### config.mk
export PLATFORM = sky130hd
export DESIGN_NAME = date_add_subtract_days
export DESIGN_NICKNAME = d
export VERILOG_FILES = /design/src/rtl/dasd_pkg.sv /design/src/rtl/dasd_serial.sv /design/src/rtl/dasd_civil.sv /design/src/rtl/date_add_subtract_days.sv
export SDC_FILE = /design/constraint.sdc
export NUM_CORES = 2
export LEC_CHECK = 0
export BUFFER_PORTS_ARGS = -buffer_cell sky130_fd_sc_hd__buf_2
export CAP_MARGIN = 20
export CORE_UTILIZATION = 50
export CTS_CLUSTER_DIAMETER = 60
export DETAILED_ROUTE_END_ITERATION = 6
export HOLD_SLACK_MARGIN = 0.1
export PLACE_DENSITY = 0.63
export SLEW_MARGIN = 20
export SYNTH_ARGS = -nofsm -noshare
export SYNTH_HDL_FRONTEND = slang
export SYNTH_SLANG_ARGS = --single-unit
### constraint.sdc
create_clock -name clk -period 48.9 [get_ports clk]
set_input_delay 9.78 -clock clk [delete_from_list [all_inputs] [get_ports clk]]
set_output_delay 9.78 -clock clk [all_outputs]
set_load 0.005 [all_outputs]
### src/rtl/dasd_pkg.sv
// Shared types, constants and calendar tables for the date add/subtract block.
package dasd_pkg;

  // Parameter defaults
  localparam int DASD_OFFSET_BITS = 16;
  localparam int DASD_YEAR_MAX    = 9999;

  // Status codes
  localparam logic [1:0] ST_OK       = 2'd0;
  localparam logic [1:0] ST_BAD_DATE = 2'd1;
  localparam logic [1:0] ST_RANGE    = 2'd2;

  // Cycle lengths in days
  localparam int Days400Y = 146097;
  localparam int Days100Y = 36524;
  localparam int Days4Y   = 1461;
  localparam int Days1Y   = 365;

  // Echo of the input date plus error flags, carried down the pipe
  typedef struct packed {
    logic [13:0] y;
    logic [3:0]  m;
    logic [4:0]  d;
    logic        bad;
    logic        oor;
  } dasd_tag_t;

  // Length of a month; zero for a code that is no month
  function automatic logic [4:0] month_len(input logic [3:0] m, input logic leap);
    logic [4:0] len;
    unique case (m)
      4'd1, 4'd3, 4'd5, 4'd7, 4'd8, 4'd10, 4'd12: len = 5'd31;
      4'd4, 4'd6, 4'd9, 4'd11:                    len = 5'd30;
      4'd2:                                       len = leap ? 5'd29 : 5'd28;
      default:                                    len = 5'd0;
    endcase
    return len;
  endfunction

  // Days of a common year before the first of month m
  function automatic logic [8:0] cum_days(input logic [3:0] m);
    logic [8:0] c;
    unique case (m)
      4'd1:    c = 9'd0;
      4'd2:    c = 9'd31;
      4'd3:    c = 9'd59;
      4'd4:    c = 9'd90;
      4'd5:    c = 9'd120;
      4'd6:    c = 9'd151;
      4'd7:    c = 9'd181;
      4'd8:    c = 9'd212;
      4'd9:    c = 9'd243;
      4'd10:   c = 9'd273;
      4'd11:   c = 9'd304;
      4'd12:   c = 9'd334;
      default: c = 9'd0;
    endcase
    return c;
  endfunction

endpackage

### src/rtl/dasd_serial.sv
// Front pipeline: date check, date to day serial, offset add or subtract.
module dasd_serial import dasd_pkg::*; #(
  parameter int OFFSET_BITS = DASD_OFFSET_BITS,
  parameter int YEAR_MAX    = DASD_YEAR_MAX,
  localparam int OW = (OFFSET_BITS < 16) ? OFFSET_BITS : 16,
  localparam int NW = ((OW > 23) ? OW : 23) + 1
) (
  input  logic          clk,
  input  logic          rst_n,
  input  logic          adv,
  input  logic          in_v,
  input  logic          in_act,
  input  logic [13:0]   in_y,
  input  logic [3:0]    in_m,
  input  logic [4:0]    in_d,
  input  logic [15:0]   in_off,
  output logic          o_v,
  output logic [NW-1:0] o_n,
  output dasd_tag_t     o_tag
);

  // Stage 1: year / 100 by reciprocal (5243 / 2^19, exact below 2^14)
  logic          s1_v_r, s1_act_r;
  logic [OW-1:0] s1_off_r;
  dasd_tag_t     s1_tag_r;
  logic [7:0]    s1_q100_r;
  logic [26:0]   s1_prod;
  dasd_tag_t     s1_tag_nxt;

  assign s1_prod = 27'(in_y) * 27'(5243);

  always_comb begin
    s1_tag_nxt     = '0;
    s1_tag_nxt.y   = in_y;
    s1_tag_nxt.m   = in_m;
    s1_tag_nxt.d   = in_d;
  end

  always_ff @(posedge clk) begin
    if (!rst_n) begin
      s1_v_r <= 1'b0;
    end else if (adv) begin
      s1_v_r <= in_v;
    end
  end

  always_ff @(posedge clk) begin
    if (adv) begin
      s1_act_r  <= in_act;
      s1_off_r  <= in_off[OW-1:0];
      s1_tag_r  <= s1_tag_nxt;
      s1_q100_r <= s1_prod[26:19];
    end
  end

  // Stage 2: leap rule, validity, day of year, century terms
  logic          s2_v_r, s2_act_r;
  logic [OW-1:0] s2_off_r;
  dasd_tag_t     s2_tag_r;
  logic [13:0]   s2_p_r;
  logic [7:0]    s2_pq100_r;
  logic [8:0]    s2_yday_r;
  logic [13:0]   r100;
  logic          leap;
  logic [7:0]    pq100_nxt;
  logic [4:0]    dim;
  logic          bad_nxt;
  logic [8:0]    yday_nxt;
  dasd_tag_t     s2_tag_nxt;

  always_comb begin
    r100       = s1_tag_r.y - 14'(s1_q100_r) * 14'd100;
    leap       = ((s1_tag_r.y[1:0] == 2'd0) && (r100 != 14'd0)) ||
                 ((r100 == 14'd0) && (s1_q100_r[1:0] == 2'd0));
    pq100_nxt  = (r100 == 14'd0) ? s1_q100_r - 8'd1 : s1_q100_r;
    dim        = month_len(s1_tag_r.m, leap);
    bad_nxt    = (s1_tag_r.y == 14'd0) || (32'(s1_tag_r.y) > YEAR_MAX) ||
                 (s1_tag_r.d == 5'd0) || (s1_tag_r.d > dim) || (dim == 5'd0);
    yday_nxt   = cum_days(s1_tag_r.m) + 9'(leap && (s1_tag_r.m > 4'd2)) +
                 9'(s1_tag_r.d) - 9'd1;
    s2_tag_nxt     = s1_tag_r;
    s2_tag_nxt.bad = bad_nxt;
  end

  always_ff @(posedge clk) begin
    if (!rst_n) begin
      s2_v_r <= 1'b0;
    end else if (adv) begin
      s2_v_r <= s1_v_r;
    end
  end

  always_ff @(posedge clk) begin
    if (adv) begin
      s2_act_r   <= s1_act_r;
      s2_off_r   <= s1_off_r;
      s2_tag_r   <= s2_tag_nxt;
      s2_p_r     <= s1_tag_r.y - 14'd1;
      s2_pq100_r <= pq100_nxt;
      s2_yday_r  <= yday_nxt;
    end
  end

  // Stage 3: serial day number from 0001-01-01
  logic          s3_v_r, s3_act_r;
  logic [OW-1:0] s3_off_r;
  dasd_tag_t     s3_tag_r;
  logic [NW-1:0] s3_ser_r;
  logic [NW-1:0] ser_nxt;

  assign ser_nxt = NW'(s2_p_r) * NW'(Days1Y) + NW'(s2_p_r >> 2) - NW'(s2_pq100_r) +
                   NW'(s2_pq100_r >> 2) + NW'(s2_yday_r);

  always_ff @(posedge clk) begin
    if (!rst_n) begin
      s3_v_r <= 1'b0;
    end else if (adv) begin
      s3_v_r <= s2_v_r;
    end
  end

  always_ff @(posedge clk) begin
    if (adv) begin
      s3_act_r <= s2_act_r;
      s3_off_r <= s2_off_r;
      s3_tag_r <= s2_tag_r;
      s3_ser_r <= ser_nxt;
    end
  end

  // Stage 4: apply the offset, flag a result before day zero
  logic          s4_v_r;
  dasd_tag_t     s4_tag_r;
  logic [NW-1:0] s4_n_r;
  logic [NW-1:0] n_nxt;
  dasd_tag_t     s4_tag_nxt;

  always_comb begin
    s4_tag_nxt = s3_tag_r;
    if (!s3_act_r) begin
      n_nxt = s3_ser_r + NW'(s3_off_r);
    end else begin
      n_nxt          = s3_ser_r - NW'(s3_off_r);
      s4_tag_nxt.oor = (NW'(s3_off_r) > s3_ser_r);
    end
  end

  always_ff @(posedge clk) begin
    if (!rst_n) begin
      s4_v_r <= 1'b0;
    end else if (adv) begin
      s4_v_r <= s3_v_r;
    end
  end

  always_ff @(posedge clk) begin
    if (adv) begin
      s4_tag_r <= s4_tag_nxt;
      s4_n_r   <= n_nxt;
    end
  end

  assign o_v   = s4_v_r;
  assign o_n   = s4_n_r;
  assign o_tag = s4_tag_r;

endmodule

### src/rtl/dasd_civil.sv
// Back pipeline: day serial to year, month and day of year.
module dasd_civil import dasd_pkg::*; #(
  parameter int NW = 24,
  localparam int QW = NW - 16,
  localparam int KW = NW - 15,
  localparam int S4 = NW + 1,
  localparam int K400 = (2 ** S4) / Days400Y,
  localparam int YW = NW - 8
) (
  input  logic          clk,
  input  logic          rst_n,
  input  logic          adv,
  input  logic          in_v,
  input  logic [NW-1:0] in_n,
  input  dasd_tag_t     in_tag,
  output logic          o_v,
  output dasd_tag_t     o_tag,
  output logic [YW-1:0] o_year,
  output logic [3:0]    o_mo,
  output logic [8:0]    o_r,
  output logic          o_leap
);

  // B1: estimate of n / 146097, low by at most one
  logic             b1_v_r;
  dasd_tag_t        b1_tag_r;
  logic [NW-1:0]    b1_n_r;
  logic [QW-1:0]    b1_q_r;
  logic [NW+KW-1:0] b1_prod;

  assign b1_prod = (NW+KW)'(in_n) * (NW+KW)'(K400);

  always_ff @(posedge clk) begin
    if (!rst_n) begin
      b1_v_r <= 1'b0;
    end else if (adv) begin
      b1_v_r <= in_v;
    end
  end

  always_ff @(posedge clk) begin
    if (adv) begin
      b1_tag_r <= in_tag;
      b1_n_r   <= in_n;
      b1_q_r   <= b1_prod[NW+KW-1:S4];
    end
  end

  // B2: remainder and one correction step
  logic          b2_v_r;
  dasd_tag_t     b2_tag_r;
  logic [QW-1:0] b2_q400_r;
  logic [17:0]   b2_r_r;
  logic [NW-1:0] rem400;
  logic          fix400;

  always_comb begin
    rem400 = b1_n_r - NW'(b1_q_r) * NW'(Days400Y);
    fix400 = (rem400 >= NW'(Days400Y));
  end

  always_ff @(posedge clk) begin
    if (!rst_n) begin
      b2_v_r <= 1'b0;
    end else if (adv) begin
      b2_v_r <= b1_v_r;
    end
  end

  always_ff @(posedge clk) begin
    if (adv) begin
      b2_tag_r  <= b1_tag_r;
      b2_q400_r <= fix400 ? b1_q_r + QW'(1) : b1_q_r;
      b2_r_r    <= fix400 ? 18'(rem400 - NW'(Days400Y)) : 18'(rem400);
    end
  end

  // B3: century within the 400-year cycle, last one holds the extra day
  logic          b3_v_r;
  dasd_tag_t     b3_tag_r;
  logic [QW-1:0] b3_q400_r;
  logic [1:0]    b3_q100_r;
  logic [15:0]   b3_r_r;
  logic [1:0]    q100_nxt;

  always_comb begin
    priority if (b2_r_r >= 18'(3 * Days100Y)) q100_nxt = 2'd3;
    else if (b2_r_r >= 18'(2 * Days100Y))     q100_nxt = 2'd2;
    else if (b2_r_r >= 18'(Days100Y))         q100_nxt = 2'd1;
    else                                      q100_nxt = 2'd0;
  end

  always_ff @(posedge clk) begin
    if (!rst_n) begin
      b3_v_r <= 1'b0;
    end else if (adv) begin
      b3_v_r <= b2_v_r;
    end
  end

  always_ff @(posedge clk) begin
    if (adv) begin
      b3_tag_r  <= b2_tag_r;
      b3_q400_r <= b2_q400_r;
      b3_q100_r <= q100_nxt;
      b3_r_r    <= 16'(b2_r_r - 18'(q100_nxt) * 18'(Days100Y));
    end
  end

  // B4: estimate of r / 1461 (89 / 2^17)
  logic          b4_v_r;
  dasd_tag_t     b4_tag_r;
  logic [QW-1:0] b4_q400_r;
  logic [1:0]    b4_q100_r;
  logic [15:0]   b4_r_r;
  logic [5:0]    b4_q_r;
  logic [22:0]   b4_prod;

  assign b4_prod = 23'(b3_r_r) * 23'((2 ** 17) / Days4Y);

  always_ff @(posedge clk) begin
    if (!rst_n) begin
      b4_v_r <= 1'b0;
    end else if (adv) begin
      b4_v_r <= b3_v_r;
    end
  end

  always_ff @(posedge clk) begin
    if (adv) begin
      b4_tag_r  <= b3_tag_r;
      b4_q400_r <= b3_q400_r;
      b4_q100_r <= b3_q100_r;
      b4_r_r    <= b3_r_r;
      b4_q_r    <= b4_prod[22:17];
    end
  end

  // B5: remainder of the four-year cycle with one correction
  logic          b5_v_r;
  dasd_tag_t     b5_tag_r;
  logic [QW-1:0] b5_q400_r;
  logic [1:0]    b5_q100_r;
  logic [5:0]    b5_q4_r;
  logic [10:0]   b5_r_r;
  logic [15:0]   rem4;
  logic          fix4;

  always_comb begin
    rem4 = b4_r_r - 16'(b4_q_r) * 16'(Days4Y);
    fix4 = (rem4 >= 16'(Days4Y));
  end

  always_ff @(posedge clk) begin
    if (!rst_n) begin
      b5_v_r <= 1'b0;
    end else if (adv) begin
      b5_v_r <= b4_v_r;
    end
  end

  always_ff @(posedge clk) begin
    if (adv) begin
      b5_tag_r  <= b4_tag_r;
      b5_q400_r <= b4_q400_r;
      b5_q100_r <= b4_q100_r;
      b5_q4_r   <= fix4 ? b4_q_r + 6'd1 : b4_q_r;
      b5_r_r    <= fix4 ? 11'(rem4 - 16'(Days4Y)) : 11'(rem4);
    end
  end

  // B6: year within the four-year cycle, year number, leap flag
  logic          b6_v_r;
  dasd_tag_t     b6_tag_r;
  logic [YW-1:0] b6_year_r;
  logic [8:0]    b6_r_r;
  logic          b6_leap_r;
  logic [1:0]    q1;

  always_comb begin
    priority if (b5_r_r >= 11'(3 * Days1Y)) q1 = 2'd3;
    else if (b5_r_r >= 11'(2 * Days1Y))     q1 = 2'd2;
    else if (b5_r_r >= 11'(Days1Y))         q1 = 2'd1;
    else                                    q1 = 2'd0;
  end

  always_ff @(posedge clk) begin
    if (!rst_n) begin
      b6_v_r <= 1'b0;
    end else if (adv) begin
      b6_v_r <= b5_v_r;
    end
  end

  always_ff @(posedge clk) begin
    if (adv) begin
      b6_tag_r  <= b5_tag_r;
      b6_r_r    <= 9'(b5_r_r - 11'(q1) * 11'(Days1Y));
      // leap when last year of a four-year block, unless a plain century end
      b6_leap_r <= (q1 == 2'd3) && ((b5_q4_r != 6'd24) || (b5_q100_r == 2'd3));
      b6_year_r <= YW'(1) + YW'(b5_q400_r) * YW'(400) + YW'(b5_q100_r) * YW'(100) +
                   YW'(b5_q4_r) * YW'(4) + YW'(q1);
    end
  end

  // B7: month by parallel compares against month starts
  logic          b7_v_r;
  dasd_tag_t     b7_tag_r;
  logic [YW-1:0] b7_year_r;
  logic [3:0]    b7_mo_r;
  logic [8:0]    b7_r_r;
  logic          b7_leap_r;
  logic [3:0]    mo_nxt;

  always_comb begin
    mo_nxt = 4'd1;
    for (int k = 2; k <= 12; k++) begin
      if (b6_r_r >= cum_days(4'(k)) + 9'(b6_leap_r && (k > 2))) begin
        mo_nxt = mo_nxt + 4'd1;
      end
    end
  end

  always_ff @(posedge clk) begin
    if (!rst_n) begin
      b7_v_r <= 1'b0;
    end else if (adv) begin
      b7_v_r <= b6_v_r;
    end
  end

  always_ff @(posedge clk) begin
    if (adv) begin
      b7_tag_r  <= b6_tag_r;
      b7_year_r <= b6_year_r;
      b7_mo_r   <= mo_nxt;
      b7_r_r    <= b6_r_r;
      b7_leap_r <= b6_leap_r;
    end
  end

  assign o_v    = b7_v_r;
  assign o_tag  = b7_tag_r;
  assign o_year = b7_year_r;
  assign o_mo   = b7_mo_r;
  assign o_r    = b7_r_r;
  assign o_leap = b7_leap_r;

endmodule

### src/rtl/date_add_subtract_days.sv
// Top level: Gregorian date plus or minus a day count, fully pipelined.
//
//  channel | dir | beat contents
//  --------+-----+---------------------------------------------------------
//  in_     | in  | tdata: start date and offset, tuser: action (1 subtracts)
//  out_    | out | tdata: result date, tuser: status
//
// An accepted input beat passes four front stages, seven conversion stages
// and the output register on its way to the result beat; a new beat can
// enter every cycle the pipe advances. The whole pipe advances together:
// in_tready follows out_tready whenever a result is held. Reset (rst_n low,
// synchronous) clears every valid bit; data registers keep their contents.
module date_add_subtract_days import dasd_pkg::*; #(
  parameter int OFFSET_BITS = DASD_OFFSET_BITS,
  parameter int YEAR_MAX    = DASD_YEAR_MAX
) (
  input  logic        clk,
  input  logic        rst_n,
  input  logic        in_tvalid,
  output logic        in_tready,
  // [13:0] start_year, [17:14] start_month, [22:18] start_day,
  // [38:23] offset_days, [39] zero
  input  logic [39:0] in_tdata,
  // [0] action
  input  logic [0:0]  in_tuser,
  output logic        out_tvalid,
  input  logic        out_tready,
  // [13:0] result_year, [17:14] result_month, [22:18] result_day, [23] zero
  output logic [23:0] out_tdata,
  // [1:0] status
  output logic [1:0]  out_tuser
);

  localparam int OW = (OFFSET_BITS < 16) ? OFFSET_BITS : 16;
  localparam int NW = ((OW > 23) ? OW : 23) + 1;
  localparam int YW = NW - 8;

  logic          adv;
  logic          ser_v;
  logic [NW-1:0] ser_n;
  dasd_tag_t     ser_tag;
  logic          civ_v;
  dasd_tag_t     civ_tag;
  logic [YW-1:0] civ_year;
  logic [3:0]    civ_mo;
  logic [8:0]    civ_r;
  logic          civ_leap;

  logic          out_v_r;
  logic [23:0]   out_data_r;
  logic [1:0]    out_st_r;

  // pipe moves when the output slot is empty or being taken
  assign adv       = !out_v_r || out_tready;
  assign in_tready = adv;

  dasd_serial #(
    .OFFSET_BITS (OFFSET_BITS),
    .YEAR_MAX    (YEAR_MAX)
  ) u_serial (
    .clk    (clk),
    .rst_n  (rst_n),
    .adv    (adv),
    .in_v   (in_tvalid),
    .in_act (in_tuser[0]),
    .in_y   (in_tdata[13:0]),
    .in_m   (in_tdata[17:14]),
    .in_d   (in_tdata[22:18]),
    .in_off (in_tdata[38:23]),
    .o_v    (ser_v),
    .o_n    (ser_n),
    .o_tag  (ser_tag)
  );

  dasd_civil #(
    .NW (NW)
  ) u_civil (
    .clk    (clk),
    .rst_n  (rst_n),
    .adv    (adv),
    .in_v   (ser_v),
    .in_n   (ser_n),
    .in_tag (ser_tag),
    .o_v    (civ_v),
    .o_tag  (civ_tag),
    .o_year (civ_year),
    .o_mo   (civ_mo),
    .o_r    (civ_r),
    .o_leap (civ_leap)
  );

  // Final stage: day of month, range check, status and echo select
  logic [8:0]  start_nxt;
  logic [4:0]  day_nxt;
  logic [23:0] data_nxt;
  logic [1:0]  st_nxt;

  always_comb begin
    start_nxt = cum_days(civ_mo) + 9'(civ_leap && (civ_mo > 4'd2));
    day_nxt   = 5'(civ_r - start_nxt + 9'd1);
    priority if (civ_tag.bad) begin
      st_nxt   = ST_BAD_DATE;
      data_nxt = {1'b0, civ_tag.d, civ_tag.m, civ_tag.y};
    end else if (civ_tag.oor || (32'(civ_year) > YEAR_MAX)) begin
      st_nxt   = ST_RANGE;
      data_nxt = {1'b0, civ_tag.d, civ_tag.m, civ_tag.y};
    end else begin
      st_nxt   = ST_OK;
      data_nxt = {1'b0, day_nxt, civ_mo, civ_year[13:0]};
    end
  end

  always_ff @(posedge clk) begin
    if (!rst_n) begin
      out_v_r <= 1'b0;
    end else if (adv) begin
      out_v_r <= civ_v;
    end
  end

  always_ff @(posedge clk) begin
    if (adv) begin
      out_data_r <= data_nxt;
      out_st_r   <= st_nxt;
    end
  end

  assign out_tvalid = out_v_r;
  assign out_tdata  = out_data_r;
  assign out_tuser  = out_st_r;

  // a good result has a nonzero year, a month from 1 to 12 and a nonzero day
  a_ok_date: assert property (@(posedge clk) disable iff (!rst_n)
    (out_tvalid && (out_tuser == ST_OK)) |->
      ((out_tdata[17:14] != 4'd0) && (out_tdata[17:14] <= 4'd12) &&
       (out_tdata[22:18] != 5'd0) && (out_tdata[13:0] != 14'd0)))
    else $error("ok result with impossible date");

  // status code three is never produced
  a_status: assert property (@(posedge clk) disable iff (!rst_n)
    out_tvalid |-> (out_tuser != 2'd3))
    else $error("undefined status code");

  // reset empties the output slot
  a_reset: assert property (@(posedge clk)
    !rst_n |=> !out_tvalid)
    else $error("result valid after reset");

endmodule
Word-level counts from Yosys, hierarchy flattened
Memory sizes are Yosys's and may differ from the RTL's. A register that Yosys moved wholly into a read port is not among the register bits.
Cells that the tools add are included.
W data, S select, Z words.
{"block": "totals", "romBits": 288, "memories": 2, "elab_cells": 254, "mem_bits_rw": 0, "register_bits": 641, "latchBits": 0, "out_inout_bits": 28, "input_bits": 45}
{"block": "op_classes", "n_shift": 0, "div": 0, "bitwise": 0, "mul": 11, "n_mux": 30, "reduce_logical": 23, "magnitude_cmp": 25, "addsub": 47, "n_eq_ne": 15}
{"name": "(no name shown)", "words": 16, "width": 9, "rd": 1, "rd_ports_with_merged_regs": 1, "wr": 0, "line_no": "dasd_pkg.sv:43", "text": "unique case (m)"}
{"name": "(no name shown)", "words": 16, "width": 9, "rd": 1, "rd_ports_with_merged_regs": 1, "wr": 0, "line_no": "dasd_pkg.sv:43"}
{"op": "$ge A9 B9 Y1", "count": 7}
{"op": "$mux W4", "count": 12}
{"op": "$mux W23", "count": 2}
{"op": "$add A4 B1 Y4 const B", "count": 9}
{"op": "$add A8 B1 Y9 const A", "count": 4}
{"op": "$ge A18 B17 Y1 const B", "count": 2}
{"op": "$mul A24 B8 Y32 const B", "count": 1}
{"op": "$sub A16 B16 Y16", "count": 2}
{"op": "$logic_not A14 Y1", "count": 2}
{"op": "$add A9 B1 Y9 const A", "count": 3}
{"op": "$mul A14 B13 Y27 const B", "count": 1}
{"op": "$add A23 B12 Y24", "count": 1}
{"op": "$add A24 B16 Y24", "count": 1}
{"op": "$add A24 B6 Y24", "count": 1}
{"op": "$add A24 B9 Y24", "count": 1}
{"op": "$ge A24 B18 Y1 const B", "count": 1}
{"op": "$gt A16 B24 Y1", "count": 1}
{"op": "$mul A7 B18 Y24 const B", "count": 1}
{"op": "$mul A8 B5 Y12 const B", "count": 2}
{"op": "$mux W24", "count": 1}
{"op": "$sub A24 B16 Y24", "count": 1}
{"op": "$sub A24 B24 Y24", "count": 1}
{"op": "$sub A24 B8 Y24", "count": 1}
{"op": "$mul A14 B9 Y23 const B", "count": 1}
{"op": "60 further kinds", "count": 92}

Longest topological paths before layout
{"block": "depth", "depth_word": 23, "mapped_depth": 33, "ltp_nobuf": 33}

By module
A second synthesis with hierarchy kept.
{"block": "hier_totals", "hier_cells": 3711, "area_unflattened_um2": 45642.5}
{"mod": "dasd_civil", "seq_area_each_um2": 11340.9, "instances": 1, "cells_per_inst": 2028, "area_each_um2": 25300.5}
{"mod": "dasd_serial", "seq_area_each_um2": 7287.0, "instances": 1, "cells_per_inst": 1571, "area_each_um2": 18816.8}
{"mod": "date_add_subtract_days", "seq_area_each_um2": 770.7, "instances": 1, "cells_per_inst": 112, "area_each_um2": 1525.2}

Least setup slack after synthesis
OpenSTA, ideal clock, no wires.
{"block": "synth_path", "path_type": "input port to output port", "from": "input out_tready", "to": "output in_tready", "setup_slack_ps": 11611, "stages": 4, "arrival_time_ps": 27509, "required_time_ps": 39120, "n_path_buf": 2, "path_cell_list": "nor2b_1 -> inv_1 -> buf_1 -> clkbuf_1"}
{"block": "synth_between", "elab_chain_len": 1}
{"element": "start, declared", "line_no": "date_add_subtract_days.sv:27", "text": "input logic out_tready,"}
{"element": "$logic_or A1 B1 Y1", "line_no": "date_add_subtract_days.sv:54", "text": "assign adv = !out_v_r || out_tready;"}
{"element": "end, declared", "line_no": "date_add_subtract_days.sv:20", "text": "output logic in_tready,"}
No other way between the ends.

Worst setup path in the final report
Same ends and word-level chain as after synthesis.

==> out/metrics.csv <==
metric,value,unit
Detailed Routing Iterations Pass 1,7,
RSZ-0062 raised after global routing,false,
setup bufs post-CTS,0,
largest net degree at the start of global routing,201,
Final TNS setup,0,ps
critical path class,input pin to primary output,
CP cell instances,buf_2 > nor2b_1 > buf_4 > inv_8 > buf_2,
mean post-synth cell area,12.4,µm²
Yosys cell types,91,
CP Launch Type,input pin,
CP max-delay cell,inv_8,
metal2 WL,34600,µm
fmax,0.0482,GHz
pin slew with the least headroom to its limit,1100,ps
clk slew on worst S/H paths,60,ps
Post-Synthesis Cells,3597,
Via density,5.03,
layout cells sized above 1,6.81,%
class of the worst hold path,register to register,
clock tree from TritonCTS,built,
CP required,39120,ps
failing checks,DRC,
grt total ovfl,0,
Critical Path AT,10950,ps
routed metal-1 wirelength,34900,µm
first-pass GRT wire length,123000,µm
# fillers,7445,
"Area growth, synth to finish",9.69,%
CP Capture Type,primary output,
Worst slew margin,26.6,%
Total GRT Usage,16.9,%
fin crit share,42.4,%
post-synthesis sequential area ratio,43.4,%
DRT antenna net count,0,
top-level I/O count,73,
Synth top area share,42.3,%
Final Hold Viols,0,
Seq cells post-synth,654,
clock latency on the worst-skew pair,640,ps
fin crit period,20730,ps
"FFs w/ async S/R, synth",0,%
Port Buffers,70,
Post-synth EDFFs,628,
WL final,73200,µm
setup violators final,0,
Yosys warnings,0,
Final Max Slew Viols,0,
die height,301,µm
antenna cells,0,
Max Clock Skew,38.9,ps
CTS Root Cell,clkbuf_16,
critical path's most frequent cell,buf_2,
# hold bufs at CTS,0,
CORE AREA,88400,µm²
CP max FO,112,
Post-Syn Area,44600,µm²
drt wl/cell,14.8,µm
outcome,"complete, but fails checks",
HPWL Detailed,56400,µm
Starting Density,50.5,%
Row Count,109,
top post-synthesis cells by area,"edfxtp_1 42%, ha_1 18%, fa_1 14%",
routed via count,24893,
initial antenna violation count,1,
worst-case clock buffer depth,3,
Top Layer Used,met4,
# Max-Cap Violations,0,
DRT iter0 DRCs,1121,
Most used DFF post-synth,edfxtp_1,
drt drc,2,
H-tree levels,3,
post-synthesis net count,4588,
met3 WL,2410,µm
total CTS buffers,74,
cell accounting for the most synthesized area,edfxtp_1,
CP max stage delay,570,ps
nets@finish,4718,
Die ar.,90400,µm²
vias in the first global route,24968,
gpl congestion,0.815,
TritonCTS Sinks,654,
Die X,301,µm
cts repair resizes,0,
-- cells in the mapped netlist (6+ instances only) --
cell type    n
a211oi_1    12
a21boi_0    26
a21o_1      55
a21oi_1    135
a31o_2       6
a31oi_1     20
and3_1      16
buf_2        7
clkbuf_1    17
dfxtp_1     26
edfxtp_1   628
fa_1       320
ha_1       626
inv_1      716
mux2_2      28
mux2i_1     17
nand2_1    141
nand2b_1    28
nand3_1     26
nand3b_1     9
nand4_1     12
nor2_1     133
nor2b_1     29
nor3_1      39
nor4_1      10
o211ai_1    10
o21a_1      25
o21ai_0     86
o21bai_1    32
o31ai_1     17
xnor2_1    148
xor2_1      74
-- kinds of logic (layout without fill, tap and decap cells) --
group | Yosys count | after routing | share of synthesized area, %
compound gates | 494 | 494 | 7.30
xor+xnor | 226 | 226 | 4.54
fa+ha+maj | 946 | 946 | 31.9
buf+inv | 743 | 934 | 6.29
flops | 654 | 654 | 43.4
mux | 46 | 46 | 1.12
other cells | 1 | 1 | 0.00841
simple gates | 487 | 487 | 5.38
-- flip-flops by register name (all words and copies together), names as in the netlist, 25 cells and up, named ones only --
signal and flops:
u_civil.b3_tag_r 25, u_civil.b4_tag_r 25, u_serial.o_tag 25, u_civil.o_tag 25
u_civil.b1_tag_r 25, u_civil.b2_tag_r 25, u_civil.b5_tag_r 25, u_civil.b6_tag_r 25
-- cell type report --
type	instances	area (µm²)	share of cell area, %
Multi-Input combinational cell	2200	22400	45.8
Sequential cell	654	19400	39.6
Inverter	716	2700	5.51
Clock buffer	94	1960	4.00
Tap cell	1165	1460	2.98
Clock inverter	43	556	1.14
Timing Repair Buffer	81	458	0.936
-- layout by cell type, fill, tap and decap left out, types with 32 or more instances in the layout --
master / n
a21o_1: 55
a21oi_1: 135
buf_2: 70
clkbuf_16: 74
edfxtp_1: 628
fa_1: 320
ha_1: 626
inv_1: 715
nand2_1: 141
nor2_1: 133
nor3_1: 39
o21ai_0: 86
o21bai_1: 32
xnor2_1: 148
xor2_1: 74
-- per-layer routing --
metal	global-route usage, %	vias up
li1	-	12513
met1	23.8	12001
met2	27.4	287
met3	2.63	92
met4	3.92	0
met5	0	-
-- worst max-delay path, delay by kind of cell --
family,cells,cell delay (ps)
and+or+nand+nor,1,30
buffers and inverters,4,1090
-- per-stage QoR --
| step | cell area, µm² | utilization (%) | hold WS, ps | cells | setup slack (ps) |
|---|---|---|---|---|---|
| after floorplan | 44600 | - | 400 | 3597 | 11610 |
| after global placement | 46400 | 52.5 | 400 | 4816 | 28160 |
| after detailed placement | 46400 | 52.5 | 405 | 4816 | 28150 |
| after CTS | 48900 | 55.4 | 385 | 4953 | 28150 |
| after global routing | 48900 | 55.4 | 394 | 4953 | 28070 |
| final | 48900 | 55.4 | 391 | 4953 | 28170 |
-- path summary, 6_finish.rpt --
kind,slack [ps],start,end,depth (start not counted)
max,28170,out_tready,in_tready,5
min reg2reg,390,u_civil.b2_tag_r[17]$_DFFE_PN_,u_civil.b3_tag_r[17]$_DFFE_PN_,0
max reg2reg,41060,u_civil.b6_leap_r$_DFFE_PN_,register,31
min,390,u_civil.b2_tag_r[17]$_DFFE_PN_,u_civil.b3_tag_r[17]$_DFFE_PN_,0
Power is not shown: default switching activity piles up to over one toggle a cycle in this logic, so the estimate is an artifact.
